`src/rtl/cll_pkg.sv`:
```
`timescale 1ns / 1ps
// ----------------------------------------------------------------------------
// cll_pkg: shared types and codes of the command line lexer
// Result record, queue entry, and the token-type and error codes.
// ----------------------------------------------------------------------------
package cll_pkg;

  // Result kinds.
  localparam logic KIND_CHAR = 1'b0;
  localparam logic KIND_DONE = 1'b1;

  // Token types.
  localparam logic [2:0] TT_IDENT  = 3'd0;
  localparam logic [2:0] TT_STRING = 3'd1;
  localparam logic [2:0] TT_NUMBER = 3'd2;
  localparam logic [2:0] TT_ERROR  = 3'd3;
  localparam logic [2:0] TT_END    = 3'd4;

  // Error codes.
  localparam logic [2:0] ERR_NONE       = 3'd0;
  localparam logic [2:0] ERR_UNTERM_STR = 3'd1;
  localparam logic [2:0] ERR_LONE_MINUS = 3'd2;
  localparam logic [2:0] ERR_MULTI_PT   = 3'd3;
  localparam logic [2:0] ERR_UNKNOWN    = 3'd4;

  typedef struct packed {
    logic       kind;
    logic [2:0] ttype;
    logic [2:0] err;
    logic [7:0] ch;
  } res_t;

  // One queue entry holds all results that one character causes.
  typedef struct packed {
    logic [1:0] cnt;
    res_t       r0;
    res_t       r1;
  } entry_t;

endpackage

```
`src/rtl/cll_front.sv`:
```
`timescale 1ns / 1ps
// ----------------------------------------------------------------------------
// cll_front: character classifier and lexer state
// Accepts one character per cycle unless stalled, updates the lexer state and pushes the
// results that the character causes into the queue as one entry.
// ----------------------------------------------------------------------------
module cll_front (
  input  logic            clk,
  input  logic            rst,
  input  logic            in_valid,
  output logic            in_stall,
  input  logic [7:0]      char_code,
  input  logic            q_full,
  output logic            push,
  output cll_pkg::entry_t push_entry
);
  import cll_pkg::*;

  localparam logic [7:0] CH_NUL    = 8'h00;
  localparam logic [7:0] CH_TAB    = 8'h09;
  localparam logic [7:0] CH_LF     = 8'h0A;
  localparam logic [7:0] CH_CR     = 8'h0D;
  localparam logic [7:0] CH_SPACE  = 8'h20;
  localparam logic [7:0] CH_DQUOTE = 8'h22;
  localparam logic [7:0] CH_SQUOTE = 8'h27;
  localparam logic [7:0] CH_COMMA  = 8'h2C;
  localparam logic [7:0] CH_MINUS  = 8'h2D;
  localparam logic [7:0] CH_POINT  = 8'h2E;
  localparam logic [7:0] CH_ZERO   = 8'h30;
  localparam logic [7:0] CH_NINE   = 8'h39;
  localparam logic [7:0] CH_UP_A   = 8'h41;
  localparam logic [7:0] CH_UP_Z   = 8'h5A;
  localparam logic [7:0] CH_UNDER  = 8'h5F;
  localparam logic [7:0] CH_BTICK  = 8'h60;
  localparam logic [7:0] CH_LO_A   = 8'h61;
  localparam logic [7:0] CH_LO_Z   = 8'h7A;

  localparam logic [1:0] QK_NONE   = 2'd0;
  localparam logic [1:0] QK_SINGLE = 2'd1;
  localparam logic [1:0] QK_DOUBLE = 2'd2;
  localparam logic [1:0] QK_BTICK  = 2'd3;

  typedef enum logic [3:0] {
    M_IDLE   = 4'b0001,
    M_IDENT  = 4'b0010,
    M_NUMBER = 4'b0100,
    M_STRING = 4'b1000
  } mode_t;

  typedef struct packed {
    mode_t      mode;
    logic [1:0] quote;
    logic [1:0] points;
    logic       minus;
    logic       has;
    res_t       res;
  } idle_t;

  function automatic logic is_digit(input logic [7:0] c);
    return (c >= CH_ZERO) && (c <= CH_NINE);
  endfunction

  function automatic logic is_num(input logic [7:0] c);
    return is_digit(c) || (c == CH_POINT);
  endfunction

  function automatic logic is_word(input logic [7:0] c);
    return ((c >= CH_LO_A) && (c <= CH_LO_Z)) || ((c >= CH_UP_A) && (c <= CH_UP_Z)) ||
           is_digit(c) || (c == CH_UNDER);
  endfunction

  function automatic logic is_blank(input logic [7:0] c);
    return (c == CH_SPACE) || (c == CH_TAB) || (c == CH_LF) || (c == CH_CR);
  endfunction

  function automatic res_t mk(input logic k, input logic [2:0] t, input logic [2:0] e,
                              input logic [7:0] c);
    res_t r;
    r.kind  = k;
    r.ttype = t;
    r.err   = e;
    r.ch    = c;
    return r;
  endfunction

  function automatic logic [1:0] bump(input logic [1:0] p, input logic [7:0] c);
    return ((c == CH_POINT) && (p < 2'd2)) ? p + 2'd1 : p;
  endfunction

  function automatic logic [7:0] quote_char(input logic [1:0] q);
    logic [7:0] r;
    case (q)
      QK_SINGLE: r = CH_SQUOTE;
      QK_DOUBLE: r = CH_DQUOTE;
      QK_BTICK:  r = CH_BTICK;
      default:   r = CH_NUL;
    endcase
    return r;
  endfunction

  // Handling of a character as if the lexer were idle.
  function automatic idle_t start_idle(input logic [7:0] c);
    idle_t s;
    s.mode   = M_IDLE;
    s.quote  = QK_NONE;
    s.points = 2'd0;
    s.minus  = 1'b0;
    s.has    = 1'b0;
    s.res    = '0;
    if (c == CH_NUL) begin
      s.has = 1'b1;
      s.res = mk(KIND_DONE, TT_END, ERR_NONE, CH_NUL);
    end else if (is_blank(c) || (c == CH_COMMA)) begin
      s.has = 1'b0;
    end else if (is_num(c)) begin
      s.mode   = M_NUMBER;
      s.points = bump(2'd0, c);
      s.has    = 1'b1;
      s.res    = mk(KIND_CHAR, TT_NUMBER, ERR_NONE, c);
    end else if (c == CH_MINUS) begin
      s.mode  = M_NUMBER;
      s.minus = 1'b1;
    end else if (is_word(c)) begin
      s.mode = M_IDENT;
      s.has  = 1'b1;
      s.res  = mk(KIND_CHAR, TT_IDENT, ERR_NONE, c);
    end else if (c == CH_SQUOTE) begin
      s.mode  = M_STRING;
      s.quote = QK_SINGLE;
    end else if (c == CH_DQUOTE) begin
      s.mode  = M_STRING;
      s.quote = QK_DOUBLE;
    end else if (c == CH_BTICK) begin
      s.mode  = M_STRING;
      s.quote = QK_BTICK;
    end else begin
      s.has = 1'b1;
      s.res = mk(KIND_DONE, TT_ERROR, ERR_UNKNOWN, c);
    end
    return s;
  endfunction

  mode_t      mode, mode_next;
  logic [1:0] quote, quote_next;
  logic [1:0] points, points_next;
  logic       minus, minus_next;
  idle_t      idl;
  logic       use_idle;
  logic       accept;
  entry_t     ent;

  assign in_stall = q_full | rst;
  assign accept   = in_valid & ~in_stall;

  always_comb begin
    idl         = start_idle(char_code);
    mode_next   = mode;
    quote_next  = quote;
    points_next = points;
    minus_next  = minus;
    use_idle    = 1'b0;
    ent         = '0;
    unique case (mode)
      M_IDENT: begin
        if (is_word(char_code)) begin
          ent.cnt = 2'd1;
          ent.r0  = mk(KIND_CHAR, TT_IDENT, ERR_NONE, char_code);
        end else begin
          ent.r0   = mk(KIND_DONE, TT_IDENT, ERR_NONE, CH_NUL);
          use_idle = 1'b1;
        end
      end
      M_NUMBER: begin
        if (minus) begin
          if (is_num(char_code)) begin
            minus_next  = 1'b0;
            points_next = bump(points, char_code);
            ent.cnt     = 2'd2;
            ent.r0      = mk(KIND_CHAR, TT_NUMBER, ERR_NONE, CH_MINUS);
            ent.r1      = mk(KIND_CHAR, TT_NUMBER, ERR_NONE, char_code);
          end else begin
            ent.r0   = mk(KIND_DONE, TT_ERROR, ERR_LONE_MINUS, CH_NUL);
            use_idle = 1'b1;
          end
        end else if (is_num(char_code)) begin
          points_next = bump(points, char_code);
          ent.cnt     = 2'd1;
          ent.r0      = mk(KIND_CHAR, TT_NUMBER, ERR_NONE, char_code);
        end else begin
          if (points >= 2'd2) begin
            ent.r0 = mk(KIND_DONE, TT_ERROR, ERR_MULTI_PT, CH_NUL);
          end else begin
            ent.r0 = mk(KIND_DONE, TT_NUMBER, ERR_NONE, CH_NUL);
          end
          use_idle = 1'b1;
        end
      end
      M_STRING: begin
        if (char_code == CH_NUL) begin
          ent.r0   = mk(KIND_DONE, TT_ERROR, ERR_UNTERM_STR, CH_NUL);
          use_idle = 1'b1;
        end else if (char_code == quote_char(quote)) begin
          ent.cnt     = 2'd1;
          ent.r0      = mk(KIND_DONE, TT_STRING, ERR_NONE, CH_NUL);
          mode_next   = M_IDLE;
          quote_next  = QK_NONE;
          points_next = 2'd0;
          minus_next  = 1'b0;
        end else begin
          ent.cnt = 2'd1;
          ent.r0  = mk(KIND_CHAR, TT_STRING, ERR_NONE, char_code);
        end
      end
      default: begin
        ent.cnt     = {1'b0, idl.has};
        ent.r0      = idl.res;
        mode_next   = idl.mode;
        quote_next  = idl.quote;
        points_next = idl.points;
        minus_next  = idl.minus;
      end
    endcase
    // A token ended: its completion comes first, then the character is lexed from idle.
    if (use_idle) begin
      ent.cnt     = idl.has ? 2'd2 : 2'd1;
      ent.r1      = idl.res;
      mode_next   = idl.mode;
      quote_next  = idl.quote;
      points_next = idl.points;
      minus_next  = idl.minus;
    end
  end

  assign push       = accept && (ent.cnt != 2'd0);
  assign push_entry = ent;

  always_ff @(posedge clk) begin
    if (rst) begin
      mode   <= M_IDLE;
      quote  <= QK_NONE;
      points <= 2'd0;
      minus  <= 1'b0;
    end else if (accept) begin
      mode   <= mode_next;
      quote  <= quote_next;
      points <= points_next;
      minus  <= minus_next;
    end
  end

endmodule

```
`src/rtl/cll_queue.sv`:
```
`timescale 1ns / 1ps
// ----------------------------------------------------------------------------
// cll_queue: entry queue between classifier and result sequencer
// Small flip-flop FIFO with push and pop in the same cycle.
// ----------------------------------------------------------------------------
module cll_queue #(
  parameter int DEPTH = 4
) (
  input  logic            clk,
  input  logic            rst,
  input  logic            push,
  input  cll_pkg::entry_t push_entry,
  input  logic            pop,
  output logic            full,
  output logic            head_valid,
  output cll_pkg::entry_t head
);
  import cll_pkg::*;

  localparam int IW = (DEPTH > 1) ? $clog2(DEPTH) : 1;
  localparam int CW = $clog2(DEPTH + 1);
  localparam logic [IW-1:0] LAST_IDX = IW'(DEPTH - 1);
  localparam logic [CW-1:0] FULL_CNT = CW'(DEPTH);

  entry_t        mem [DEPTH];
  logic [IW-1:0] wr_ptr;
  logic [IW-1:0] rd_ptr;
  logic [CW-1:0] count;

  assign full       = (count == FULL_CNT);
  assign head_valid = (count != '0);
  assign head       = mem[rd_ptr];

  always_ff @(posedge clk) begin
    if (push) begin
      mem[wr_ptr] <= push_entry;
    end
  end

  always_ff @(posedge clk) begin
    if (rst) begin
      wr_ptr <= '0;
      rd_ptr <= '0;
      count  <= '0;
    end else begin
      if (push) begin
        wr_ptr <= (wr_ptr == LAST_IDX) ? '0 : wr_ptr + 1'b1;
      end
      if (pop) begin
        rd_ptr <= (rd_ptr == LAST_IDX) ? '0 : rd_ptr + 1'b1;
      end
      if (push && !pop) begin
        count <= count + 1'b1;
      end else if (pop && !push) begin
        count <= count - 1'b1;
      end
    end
  end

  a_no_overflow: assert property (@(posedge clk) disable iff (rst) push |-> !full)
    else $error("push into full queue");
  a_no_underflow: assert property (@(posedge clk) disable iff (rst) pop |-> head_valid)
    else $error("pop from empty queue");
  a_count_range: assert property (@(posedge clk) disable iff (rst) count <= FULL_CNT)
    else $error("queue count out of range");

endmodule

```
`src/rtl/cll_back.sv`:
```
`timescale 1ns / 1ps
// ----------------------------------------------------------------------------
// cll_back: result sequencer
// Unpacks each queue entry into one or two results through an output register.
// ----------------------------------------------------------------------------
module cll_back (
  input  logic            clk,
  input  logic            rst,
  input  logic            head_valid,
  input  cll_pkg::entry_t head,
  output logic            pop,
  output logic            out_valid,
  input  logic            out_stall,
  output logic            result_kind,
  output logic [2:0]      token_type,
  output logic [2:0]      error_code,
  output logic [7:0]      char_value,
  output logic            last
);
  import cll_pkg::*;

  logic sel;      // set while the second result of the head entry is next
  logic load;
  logic tail;
  res_t cur;

  assign load = head_valid && (!out_valid || !out_stall);
  assign tail = sel || (head.cnt == 2'd1);
  assign pop  = load && tail;
  assign cur  = sel ? head.r1 : head.r0;

  always_ff @(posedge clk) begin
    if (rst) begin
      out_valid <= 1'b0;
      sel       <= 1'b0;
    end else begin
      if (!out_valid || !out_stall) begin
        out_valid <= head_valid;
      end
      if (load) begin
        sel <= !tail;
      end
    end
  end

  always_ff @(posedge clk) begin
    if (load) begin
      result_kind <= cur.kind;
      token_type  <= cur.ttype;
      error_code  <= cur.err;
      char_value  <= cur.ch;
      last        <= tail;
    end
  end

  a_entry_nonempty: assert property (@(posedge clk) disable iff (rst)
      head_valid |-> head.cnt != 2'd0)
    else $error("empty entry in queue");
  a_second_pending: assert property (@(posedge clk) disable iff (rst)
      sel |-> head_valid && head.cnt == 2'd2)
    else $error("second result pending without a two-result entry");
  a_second_follows: assert property (@(posedge clk) disable iff (rst)
      load && !tail |=> sel)
    else $error("second result not scheduled");

endmodule

```
`src/rtl/command_line_lexer.sv`:
```
`timescale 1ns / 1ps
// ----------------------------------------------------------------------------
// command_line_lexer: streaming lexer for command-line text
// Splits a character stream into identifier, number and string tokens.
// ----------------------------------------------------------------------------
// Results: each result passes through the entry queue and then the output register; a
//   second result of the same character follows the first on the output.
// Rate: one character per cycle unless in_stall is set; the output moves one result per
//   cycle while out_stall is low, so a character that causes two results holds it for both.
// The entry queue (QUEUE_DEPTH) absorbs such bursts; input stalls when it fills or in reset.
// Reset: lexer idle, queue and output register empty; usable the cycle after.
// ----------------------------------------------------------------------------
//
// Structure:
//   cll_front  classifies each character against the lexer mode (idle,
//              identifier, number, quoted string), keeps the quote kind, the
//              saturating decimal-point count and the pending-minus flag, and
//              packs every result that the character causes into one entry.
//   cll_queue  holds entries so that the front keeps taking characters while
//              the output side is stalled.
//   cll_back   replays each entry as one or two results and marks the final
//              one of each character with last.
//
// Each request on the input channel carries one byte; byte zero ends the text
// and yields an end token. A character that ends an identifier or number first
// completes that token and is then lexed as if the lexer were idle, so at most
// two results arise from one character.
module command_line_lexer #(
  parameter int QUEUE_DEPTH = 4
) (
  input  logic       clk,
  input  logic       rst,
  input  logic       in_valid,
  output logic       in_stall,
  input  logic [7:0] char_code,
  output logic       out_valid,
  input  logic       out_stall,
  output logic       result_kind,
  output logic [2:0] token_type,
  output logic [2:0] error_code,
  output logic [7:0] char_value,
  output logic       last
);
  import cll_pkg::*;

  logic   q_full;
  logic   push;
  entry_t push_entry;
  logic   pop;
  logic   head_valid;
  entry_t head;

  // Front: lexer state and classification.
  cll_front u_front (
    .clk        (clk),
    .rst        (rst),
    .in_valid   (in_valid),
    .in_stall   (in_stall),
    .char_code  (char_code),
    .q_full     (q_full),
    .push       (push),
    .push_entry (push_entry)
  );

  // Decoupling queue: one entry per character that produced any result.
  cll_queue #(
    .DEPTH (QUEUE_DEPTH)
  ) u_queue (
    .clk        (clk),
    .rst        (rst),
    .push       (push),
    .push_entry (push_entry),
    .pop        (pop),
    .full       (q_full),
    .head_valid (head_valid),
    .head       (head)
  );

  // Back: result sequencing and output register.
  cll_back u_back (
    .clk         (clk),
    .rst         (rst),
    .head_valid  (head_valid),
    .head        (head),
    .pop         (pop),
    .out_valid   (out_valid),
    .out_stall   (out_stall),
    .result_kind (result_kind),
    .token_type  (token_type),
    .error_code  (error_code),
    .char_value  (char_value),
    .last        (last)
  );

endmodule
```
`config.mk`:
```
export PLATFORM = sky130hd
export DESIGN_NAME = command_line_lexer
export DESIGN_NICKNAME = d
export VERILOG_FILES = /design/src/rtl/cll_pkg.sv /design/src/rtl/cll_front.sv /design/src/rtl/cll_queue.sv /design/src/rtl/cll_back.sv /design/src/rtl/command_line_lexer.sv
export SDC_FILE = /design/constraint.sdc
export NUM_CORES = 1
export LEC_CHECK = 0
export BUFFER_PORTS_ARGS = -buffer_cell sky130_fd_sc_hd__buf_4
export CORE_MARGIN = 2
export CORE_UTILIZATION = 58
export CTS_CLUSTER_DIAMETER = 100
export DETAILED_ROUTE_END_ITERATION = 16
export PLACE_DENSITY = 0.76
export SLEW_MARGIN = 40
export SYNTH_ARGS = -nofsm -noshare
export SYNTH_HDL_FRONTEND = slang
export SYNTH_SLANG_ARGS = --single-unit
export TNS_END_PERCENT = 20
```
`constraint.sdc`:
```
create_clock -name clk -period 3.8 [get_ports clk]
set_input_delay 0.19 -clock clk [delete_from_list [all_inputs] [get_ports clk]]
set_output_delay 0.19 -clock clk [all_outputs]
set_load 0.02 [all_outputs]
```
==> qor.txt <==
========================================================================================
Clock Pin Slew Worst Setup and Hold Paths .................................        60 ps
R2R cell count ............................................................           10
Top_reg_cell synth ........................................................     edfxtp_1
Max-Cap Viols .............................................................            0
Wirelength per Cell .......................................................      21.1 µm
Worst flop-to-flop path startpoint ........................................ u_front.mode[1]
Number of diodes ..........................................................            0
Mapped cell area ..........................................................  0.00668 mm²
Number of instances resized during post-cts repair ........................            0
Starting density of the core ..............................................        0.590
Unrepaired setup endpoints after global routing ...........................        false
Final hold violation count ................................................            0
Final critical delay including setup and external delays ..................      2830 ps
Clock tree from TritonCTS .................................................         done
Net count reported at finish ..............................................          493
Setup ws final ............................................................       971 ps
Async S/R FF share, synth .................................................            0
GR Util All Layers ........................................................        0.221
Mean cell area of the mapped netlist ......................................     15.5 µm²
Maximum single-stage delay on the critical path ...........................       400 ps
Clock tree sinks ..........................................................          152
Cell types occupying the most area after synthesis ........................ edfxtp_1 (59%), mux4_2 (9.1%), dfxtp_1 (6.0%)
Slack of the worst reg-to-reg path ........................................       970 ps
Number of antenna violations at the first check in global routing .........            0
CORE AREA .................................................................   0.0113 mm²
Overall power .............................................................      4910 µW
Kind of critical path ..................................................... register to register
Clock buffer count from CTS ...............................................           17
Pin slew with the least headroom to its limit .............................       777 ps
Final-layout setup total negative slack ...................................         0 ps
Element type at the critical path end .....................................     register
Global-route wire length before repair ....................................      20.5 mm
Final period util .........................................................        0.744
F_max .....................................................................      353 MHz
Kind of launch point of the worst setup path ..............................     register
Pin count of the biggest net entering global routing ......................           30
Gr ovfl total .............................................................            0
Pre-CTS setup slack .......................................................       832 ps
Number of search-and-repair iterations in the first detailed-routing pass .            7
List of most frequent post-synthesis cells ................................ edfxtp_1 (132), mux4_2 (27), nor2_1 (27), dfxtp_1 (20), nand2_1 (17)
Final RePlAce weighted congestion .........................................        0.937
Number of buffer and inverter instances along the worst setup path ........            1
Fraction of synthesized cell area taken by the top area cell type .........        0.593
Slowest cell on crit path .................................................      a211o_1
Share of synthesized area occupied by flip-flops and latches ..............        0.653
Post-CTS setup buffers ....................................................            0
Fraction of met1 tracks used by global routing ............................        0.290
Number of port buffers ....................................................           29
Run status ................................................................ complete, no violations
Count of endpoints failing setup in the final report ......................            0
Unique cell type count in the Yosys netlist ...............................           64
Cells along the critical path ............................................. or2_2 -> a211o_1 -> o21ai_1 -> and2_1 -> ha_1 -> inv_1 -> fa_1 -> xor2_1 -> or3_1 -> a21oi_1
Area grow syn2layout ......................................................        14.2%
Leak ......................................................................   0.00266 µW
Number of nets with antenna violations after detailed routing .............            0
Iteration-0 DRC count of the detailed router ..............................          408
Fraction of final layout cells with drive strength greater than 1 .........        0.259
Most used routing layer ...................................................         met2
Hold path start ...........................................................    out_stall
Number of buffers inserted by hold repair at cts ..........................            0
Number of instances in the synthesized netlist ............................          432
Clk_skew ..................................................................      8.36 ps
Largest vdd supply drop ...................................................     0.327 mV
Post-synth net total ......................................................          455
Via count of the first global-routing pass ................................         3899
Overall die height ........................................................       111 µm
Clk_lat worst skew ........................................................       410 ps
Total count of max-transition violations in the final report ..............            0
Via-per-instance ratio ....................................................         6.30
Post-synthesis cell type with the largest combined area ...................     edfxtp_1
Cell depth of the worst hold path .........................................            3
Leading cell type by number of instances after synthesis ..................     edfxtp_1
CP Data Required Time .....................................................      4140 ps
Vias ......................................................................         3936
Number of H-tree branching levels .........................................            4
Largest delay share family, worst path .................................... simple AND/OR/NAND/NOR gates
Maximum clock insertion buffer count ......................................            2
Data arrival time of the worst path .......................................      3170 ps
End of the worst register-to-register path ................................ u_queue.count[2]
Maximum net fanout on the critical path ...................................            8
Final core area utilization ...............................................        0.674
Worst-case hold path end point ............................................ u_back.out_valid
Total number of placement rows ............................................           39
Post-synth EDFFs ..........................................................          132
Placed wire-length estimate ...............................................      8.36 mm
Met2 Usage GRT ............................................................        0.364
Yosys warning total .......................................................            0
Pwr/cell area .............................................................   644 mW/mm²
Area enclosed by the die boundary .........................................   0.0124 mm²
Clk root buf ..............................................................    clkbuf_16
I/O pin cnt ...............................................................           30
Total routed wirelength ...................................................      13.2 mm
Die outline width .........................................................       111 µm
Met3 Track Usage GR .......................................................       0.0508
Total DRC errors in the routed layout .....................................            0
Tightest Hold Check Type .................................................. primary input to register
Yosys reg bits ............................................................          152
Headroom to the max-slew limit ............................................        0.482
========================================================================================
==> report_power, final <==
| group | switching (µW) | leakage (µW) | internal, µW |
|---|---|---|---|
| clock network | 652 | 0.000277 | 969 |
| registers | 128 | 0.00138 | 2080 |
| logic | 561 | 0.00101 | 521 |
| total | 1340 | 0.00266 | 3570 |
==> worst min-delay path, cell delays in order <==
cell and delay [ps]:
buf_4 110, nand2_1 60, a21oi_1 50
==> cell families after synthesis <==
family | Yosys count | synth area share
xor+xnor | 7 | 0.00918
compound gates | 69 | 0.0789
flops | 152 | 0.653
mux | 42 | 0.116
fa+ha+maj | 11 | 0.0217
simple gates | 119 | 0.0987
buf+inv | 32 | 0.0225
==> area by class of cell <==
cell class / count / area (µm²)
timing repair buffer: 39 / 293
fill: 757 / 3690
multi-input combinational: 248 / 2170
inverter: 12 / 45.0
clock buffer: 17 / 425
clock inverter: 14 / 151
sequential: 152 / 4370
tap: 143 / 179
==> cells in the final DEF (no fill, tap or decap), drive strengths merged, types with 3 or more instances in the layout <==
master,netlist,final
nand4,4,4
o21ai,10,10
and2,4,4
a21o,5,5
o31ai,7,7
clkbuf,8,17
buf,12,39
dfxtp,20,20
mux4,27,27
or3,5,5
clkinv,0,7
or4b,3,3
o211ai,4,4
and3,9,9
nor2b,8,8
a21oi,12,12
a31o,7,7
mux2i,4,4
nor2,28,28
nand2,17,17
nand2b,3,3
nor3,10,10
edfxtp,132,132
nand3,9,9
ha,10,10
nor3b,8,8
inv,12,15
xor2,5,5
mux2,11,11
==> layer usage <==
metal / wire [µm] / share of wire
met1: 5550 / 0.42
met4: 276 / 0.021
met2: 6610 / 0.50
met3: 730 / 0.055
met5: 0 / 0
==> worst max-delay path by stage <==
| stage | slack [ps] | end | from | depth (start not counted) |
|---|---|---|---|---|
| after floorplan | 1010 | u_queue.count[2] | char_code[1] | 13 |
| after global placement | 970 | u_queue.count[2] | char_code[2] | 12 |
| after detailed placement | 830 | u_queue.count[2] | char_code[2] | 12 |
| after CTS | 990 | u_queue.count[2] | u_front.mode[1] | 10 |
| after global routing | 760 | u_queue.count[2] | u_front.mode[2] | 11 |
| final | 970 | u_queue.count[2] | u_front.mode[1] | 10 |
==> registers in the layout, summed over array words and instances, names as in the netlist, named ones only <==
| name | cells |
|---|---|
| u_queue.mem | 116 |
| u_back.char_value | 8 |
| u_front.mode | 4 |
| u_back.error_code | 3 |
| u_back.token_type | 3 |
| u_queue.count | 3 |
| u_front.points | 2 |
| u_front.quote | 2 |
| u_queue.rd_ptr | 2 |
| u_queue.wr_ptr | 2 |
| u_back.last | 1 |
| u_back.out_valid | 1 |
| u_back.result_kind | 1 |
| u_back.sel | 1 |
| u_front.minus | 1 |
==> metrics by stage <==
step	instance area [µm²]	hold slack, ps	cells
after floorplan	6680	335	432
final	7630	55.9	625
after detailed placement	7050	476	594
after CTS	7630	43.3	625
after global routing	7630	51.0	625
after global placement	7050	457	594
(Power assumes the default switching activity.)
